### src/rtl/live_segment_window_manager_macros.svh
// Assertion macros for the live segment window manager.
`ifndef LIVE_SEGMENT_WINDOW_MANAGER_MACROS_SVH
`define LIVE_SEGMENT_WINDOW_MANAGER_MACROS_SVH

// Same-cycle implication, disabled in reset.
`define LSWM_ASSERT_NOW(label, ante, cons, msg) \
  label: assert property (@(posedge clk) disable iff (rst) (ante) |-> (cons)) \
    else $error(msg);

// Next-cycle implication, disabled in reset.
`define LSWM_ASSERT_NEXT(label, ante, cons, msg) \
  label: assert property (@(posedge clk) disable iff (rst) (ante) |=> (cons)) \
    else $error(msg);

`endif

### src/rtl/lswm_pkg.sv
// Shared types, constants and command codes of the live segment window manager.
package lswm_pkg;

  localparam int WINDOW_DEPTH   = 16;
  localparam int RETAIN_DEPTH   = 16;
  localparam int WINDOW_TARGETS = 3;

  localparam int SEG_CW = $clog2(WINDOW_DEPTH + 1);
  localparam int SEG_IW = $clog2(WINDOW_DEPTH);
  localparam int RET_CW = $clog2(RETAIN_DEPTH + 1);
  localparam int RET_IW = $clog2(RETAIN_DEPTH);

  localparam logic [1:0] REQ_KEY   = 2'd0;
  localparam logic [1:0] REQ_CLEAR = 2'd1;
  localparam logic [1:0] REQ_READ  = 2'd2;

  localparam logic [1:0] ACT_START   = 2'd0;
  localparam logic [1:0] ACT_MOVE    = 2'd1;
  localparam logic [1:0] ACT_RELEASE = 2'd2;
  localparam logic [1:0] ACT_ENTRY   = 2'd3;

  localparam logic CFG_TARGET = 1'b0;
  localparam logic CFG_KEEP   = 1'b1;

  typedef struct packed {
    logic [1:0]  req_type;
    logic [51:0] frame_time_us;
    logic [3:0]  entry_index;
  } req_t;

  typedef struct packed {
    logic [1:0]  action;
    logic [51:0] time_us;
    logic [51:0] entry_duration_us;
    logic [31:0] entry_sequence;
    logic [4:0]  entry_count;
    logic        last;
  } res_t;

  typedef enum logic [4:0] {
    OP_NONE,
    OP_LATCH,
    OP_POP_FULL,
    OP_WRITE_SEG,
    OP_CAPF,
    OP_UNTIL_SPEC,
    OP_UNTIL_KEEP,
    OP_MUL,
    OP_UNTIL_TAIL,
    OP_PUSH_POP,
    OP_RET_POP,
    OP_RET_EMIT,
    OP_OPEN,
    OP_HOLD,
    OP_CLEAR,
    OP_RD_IDX,
    OP_ENTRY,
    OP_FLUSH
  } op_t;

  typedef struct packed {
    op_t op;
  } cmd_t;

  typedef struct packed {
    logic [1:0] req_type;
    logic       open_nz;
    logic       close_ok;
    logic       seg_full;
    logic       cnt_gt1;
    logic       evict;
    logic       kc_neg;
    logic       kc_lt_cnt;
    logic       ret_nz;
    logic       expired;
  } sts_t;

endpackage

### src/rtl/lswm_ctrl.sv
// Sequencer of the live segment window manager: walks close, evict, retire and emit steps.
module lswm_ctrl (
  input  logic          clk,
  input  logic          rst,
  input  logic          start,
  input  lswm_pkg::sts_t sts,
  output lswm_pkg::cmd_t cmd,
  output logic          busy
);
  import lswm_pkg::*;

  localparam int ST_W = 22;

  typedef enum logic [ST_W-1:0] {
    S_IDLE  = ST_W'(1) << 0,
    S_KEY   = ST_W'(1) << 1,
    S_CFULL = ST_W'(1) << 2,
    S_CFPOP = ST_W'(1) << 3,
    S_CWR   = ST_W'(1) << 4,
    S_EWAIT = ST_W'(1) << 5,
    S_ECHK  = ST_W'(1) << 6,
    S_USPEC = ST_W'(1) << 7,
    S_UKEEP = ST_W'(1) << 8,
    S_UMUL  = ST_W'(1) << 9,
    S_UTAIL = ST_W'(1) << 10,
    S_PUSH  = ST_W'(1) << 11,
    S_RWAIT = ST_W'(1) << 12,
    S_RCHK  = ST_W'(1) << 13,
    S_RT    = ST_W'(1) << 14,
    S_REMIT = ST_W'(1) << 15,
    S_OPEN  = ST_W'(1) << 16,
    S_HOLD  = ST_W'(1) << 17,
    S_CLEAR = ST_W'(1) << 18,
    S_RIDX  = ST_W'(1) << 19,
    S_ENTRY = ST_W'(1) << 20,
    S_FLUSH = ST_W'(1) << 21
  } state_t;

  state_t state, state_next;

  always_ff @(posedge clk) begin
    if (rst) begin
      state <= S_IDLE;
    end else begin
      state <= state_next;
    end
  end

  always_comb begin
    state_next = state;
    cmd.op     = OP_NONE;
    unique case (state)
      S_IDLE: begin
        if (start) begin
          cmd.op = OP_LATCH;
          case (sts.req_type)
            REQ_KEY:   state_next = S_KEY;
            REQ_CLEAR: state_next = S_CLEAR;
            REQ_READ:  state_next = S_RIDX;
            default:   state_next = S_FLUSH;
          endcase
        end
      end
      S_KEY:   state_next = (sts.open_nz && sts.close_ok) ? S_CFULL : S_OPEN;
      S_CFULL: state_next = sts.seg_full ? S_CFPOP : S_CWR;
      S_CFPOP: begin
        cmd.op     = OP_POP_FULL;
        state_next = S_CWR;
      end
      S_CWR: begin
        cmd.op     = OP_WRITE_SEG;
        state_next = S_EWAIT;
      end
      S_EWAIT: state_next = S_ECHK;
      S_ECHK: begin
        if (!sts.cnt_gt1 || !sts.evict) begin
          state_next = S_RWAIT;
        end else begin
          cmd.op = OP_CAPF;
          if (sts.kc_neg) begin
            state_next = S_USPEC;
          end else if (sts.kc_lt_cnt) begin
            state_next = S_UKEEP;
          end else begin
            state_next = S_UMUL;
          end
        end
      end
      S_USPEC: begin
        cmd.op     = OP_UNTIL_SPEC;
        state_next = S_PUSH;
      end
      S_UKEEP: begin
        cmd.op     = OP_UNTIL_KEEP;
        state_next = S_PUSH;
      end
      S_UMUL: begin
        cmd.op     = OP_MUL;
        state_next = S_UTAIL;
      end
      S_UTAIL: begin
        cmd.op     = OP_UNTIL_TAIL;
        state_next = S_PUSH;
      end
      S_PUSH: begin
        cmd.op     = OP_PUSH_POP;
        state_next = S_EWAIT;
      end
      S_RWAIT: state_next = S_RCHK;
      S_RCHK: begin
        if (sts.ret_nz && sts.expired) begin
          cmd.op     = OP_RET_POP;
          state_next = S_RT;
        end else begin
          state_next = S_OPEN;
        end
      end
      S_RT: state_next = S_REMIT;
      S_REMIT: begin
        cmd.op     = OP_RET_EMIT;
        state_next = S_RCHK;
      end
      S_OPEN: begin
        cmd.op     = OP_OPEN;
        state_next = S_HOLD;
      end
      S_HOLD: begin
        cmd.op     = OP_HOLD;
        state_next = S_FLUSH;
      end
      S_CLEAR: begin
        cmd.op     = OP_CLEAR;
        state_next = S_FLUSH;
      end
      S_RIDX: begin
        cmd.op     = OP_RD_IDX;
        state_next = S_ENTRY;
      end
      S_ENTRY: begin
        cmd.op     = OP_ENTRY;
        state_next = S_FLUSH;
      end
      S_FLUSH: begin
        cmd.op     = OP_FLUSH;
        state_next = S_IDLE;
      end
      default: state_next = S_IDLE;
    endcase
  end

  assign busy = (state != S_IDLE);

endmodule

### config.mk
export PLATFORM = sky130hd
export DESIGN_NAME = lswm_ctrl
export DESIGN_NICKNAME = d
export VERILOG_FILES = /design/src/rtl/live_segment_window_manager_macros.svh /design/src/rtl/lswm_pkg.sv /design/src/rtl/lswm_ctrl.sv
export SDC_FILE = /design/constraint.sdc
export NUM_CORES = 1
export LEC_CHECK = 0
export BUFFER_PORTS_ARGS = -buffer_cell sky130_fd_sc_hd__buf_2
export CORE_MARGIN = 2
export CORE_UTILIZATION = 45
export CTS_CLUSTER_SIZE = 20
export DETAILED_ROUTE_END_ITERATION = 8
export PLACE_DENSITY = 0.65
export SETUP_SLACK_MARGIN = 0.2
export SLEW_MARGIN = 20
export SYNTH_ARGS = -nofsm -noshare
export SYNTH_HDL_FRONTEND = slang
export SYNTH_SLANG_ARGS = --single-unit
export TNS_END_PERCENT = 100
### constraint.sdc
create_clock -name clk -period 4.3 [get_ports clk]
set_clock_uncertainty 0.15 [all_clocks]
set_input_delay 0.43 -clock clk [delete_from_list [all_inputs] [get_ports clk]]
set_output_delay 0.43 -clock clk [all_outputs]
set_load 0.01 [all_outputs]
==> impl_metrics.tcl <==
set metrics [dict create \
    synth_mux_area_share_pct 0 \
    synth.ff_latch_count 22 \
    final-hold-violation-count 0 \
    worst_pin_slew_ns 0.528 \
    nNetsFinal 186 \
    ios 20 \
    yosysWarnings 0 \
    die-area_um2 3560 \
    finalInstanceArea_um2 1520 \
    ant_nets 0 \
    syn-cell-area_um2 1390 \
    async_flop_share_pct 0 \
    synth.most_common_cell "dfxtp_1" \
    critPathKind "flip-flop to output pin" \
    ir_drop_v 0.000132 \
    clock_sinks 22 \
    yosys.area.top_type "dfxtp_1" \
    synth_common_cells "22 x dfxtp_1, 9 x nand2_1, 9 x nor2_1, 9 x nor3_1, 9 x nor4_1" \
    rr_endpoint "state[0]" \
    finalSetupTns_ns 0 \
    synth-adder-area-share_pct 0 \
    diodes 0 \
    postCtsResizedCells 0 \
    clockBufferDepth 2 \
    wl_per_cell_um 16.2 \
    grt_pass1_wl_mm 5.44 \
    synth.distinct_cells 49 \
    area_growth_pct 8.71 \
    synth_compound_area_share_pct 9.43 \
    row_count 20 \
    fin_crit_ns 2.96 \
    syn_avg_cell_area_um2 9.17 \
    core_area_um2 3000 \
    synth_flop_cell "dfxtp_1" \
    r2r_setup_slack_ns 2.07 \
    synthXorXnorAreaFrac_pct 3.77 \
    cts_buffers 3 \
    worstPathArrival_ns 2.38 \
    cp.required_ns 3.72 \
    powerDensity_nw_per_um2 257 \
    overflow 0 \
    hp-start "sts[2]" \
    postCtsSetupBuffers 0 \
    hold_depth 2 \
    layout_worst_path_cycle_share_pct 68.9 \
    grt_util_all_layers_pct 20.6 \
    firstDrtPassIters 4 \
    grt_max_degree 15 \
    fill_cells 292 \
    power_uw 390 \
    die_w_um 59.7 \
    die_h_um 59.7 \
    wirelength_mm 3.29 \
    end_kind "output pin" \
    synthSimpleGateAreaFrac_pct 51.4 \
    reg.largest.list "state: 22 flops" \
    synth_cells 152 \
    hold_path.class "input pin to flip-flop" \
    synth_edf_count 0 \
    yosys.area.top_type_share_pct 31.6 \
    r2r_cells 7 \
    antenna_found_initial 0 \
    report.final.slew_viol_count 0 \
    drive_gt1_share_pct 24.1 \
    first_iter_violations 66 \
    clkTransAtPathRegs_ns 0.12 \
    grt_pass1_vias 1170 \
    setup-violations-final 0 \
    timing.rr.start "state[8]" \
    post_dp_cell_area_um2 1490 \
    synth_top_family_by_area "simple AND/OR/NAND/NOR gates" \
    initial_core_util_pct 46.4 \
    largest-register "state" \
    relSlewSlack_pct 64.3 \
    vias 1274 \
    drc 0 \
    yosysSeqAreaShare_pct 31.6 \
    gp_congestion 0.876 \
    leakage_nw 0.593 \
    cp-start-kind "flip-flop" \
    synthTopCellsByArea "dfxtp_1 32%, nor4_4 6.1%, nor4_1 4.0%" \
    max_freq_mhz 338 \
    rsz0062_at_grt "no" \
    synth_nets 166 \
    min_to "state[9]" \
    cts_hold_buf 0 \
    maxCapViolCount 0 \
    clk_latency_ns 0.31 \
    hpwl_mm 2.61 \
    port_buffers 19 \
    largest_register_ffs 22 \
    htree_levels 1 \
    cts_tree "done" \
    crit_fanout 7 \
    viasPerCell 6.28 \
    status "complete, no violations" \
    cts-root-buf "clkbuf_4" \
]
-- worst max-delay path: stages (launching register included) --
cell,delay (ns)
dfxtp_1,0.39
nor4_2,0.48
and2_1,0.25
nand3_1,0.11
nor3_1,0.30
o21ai_0,0.25
nand4_1,0.15
buf_2,0.14
-- final cells by class --
type	count	area (µm²)	share of cell area (%)
clock buffers	3	22.5	1.49
inverters	4	15.0	0.991
multi-input cells	122	901	59.5
flip-flops and latches	22	440	29.1
well taps	33	41.3	2.73
repair buffers	19	95.1	6.28
-- metrics by stage --
| stage | util [%] | hold slack (ns) | setup WS (ns) | cells |
|---|---|---|---|---|
| after CTS | 50.5 | 0.124 | 1.35 | 203 |
| after global routing | 50.5 | 0.133 | 1.17 | 203 |
| final | 50.5 | 0.129 | 1.34 | 203 |
| after global placement | 49.7 | 0.439 | 1.72 | 200 |
| after detailed placement | 49.7 | 0.448 | 1.72 | 200 |
| after floorplan | - | 0.351 | 2.04 | 152 |
-- how the worst max path moves through the flow --
| stage | startpoint | end | slack, ns | depth (start not counted) |
|---|---|---|---|---|
| 3_3_place_gp | state[16] | cmd[3] | 1.72 | 7 |
| 5_1_grt | state[16] | cmd[1] | 1.17 | 7 |
| 2_1_floorplan | state[12] | cmd[1] | 2.04 | 6 |
| 6_report | state[8] | cmd[1] | 1.34 | 7 |
| 3_5_place_dp | state[8] | cmd[3] | 1.72 | 7 |
| 4_1_cts | state[8] | cmd[3] | 1.35 | 7 |
-- cells by family after synthesis --
family	count (synthesis)
compound gates	18
xor+xnor	6
flops	22
buf+inv	8
simple gates	98
-- per-layer routing --
| metal | wire length (µm) | vias to the layer above | share of wire [%] | global-route usage (%) |
|---|---|---|---|---|
| li1 | - | 640 | - | - |
| met1 | 1480 | 582 | 45 | 28.6 |
| met2 | 1500 | 45 | 46 | 31.4 |
| met3 | 235 | 7 | 7.1 | 2.16 |
| met4 | 73 | 0 | 2.2 | 10.5 |
| met5 | 0 | - | 0 | 0 |
-- placed cells by master, fill, tap and decap left out, types with 3 or more instances in the layout --
master,n
nor4_1,9
nand4_1,4
or4b_2,3
nor2_1,9
nor3_1,9
nand4b_1,3
nand3b_1,3
dfxtp_1,22
o21ai_0,4
inv_1,4
nor4_4,4
nor2b_1,4
nor3b_1,3
xnor2_1,4
nor4b_1,6
nand2_1,9
clkbuf_4,3
nand3_1,8
buf_2,19
a21oi_1,3
-- power breakdown --
part	total [mW]	leakage, nW	internal (mW)	switching (mW)
Clock	0.0940	0.0138	0.0328	0.0612
Combinational	0.0841	0.402	0.0359	0.0481
Sequential	0.212	0.178	0.207	0.00514
Total	0.390	0.593	0.275	0.114
No activity file was read; power rests on OpenSTA's default activity.
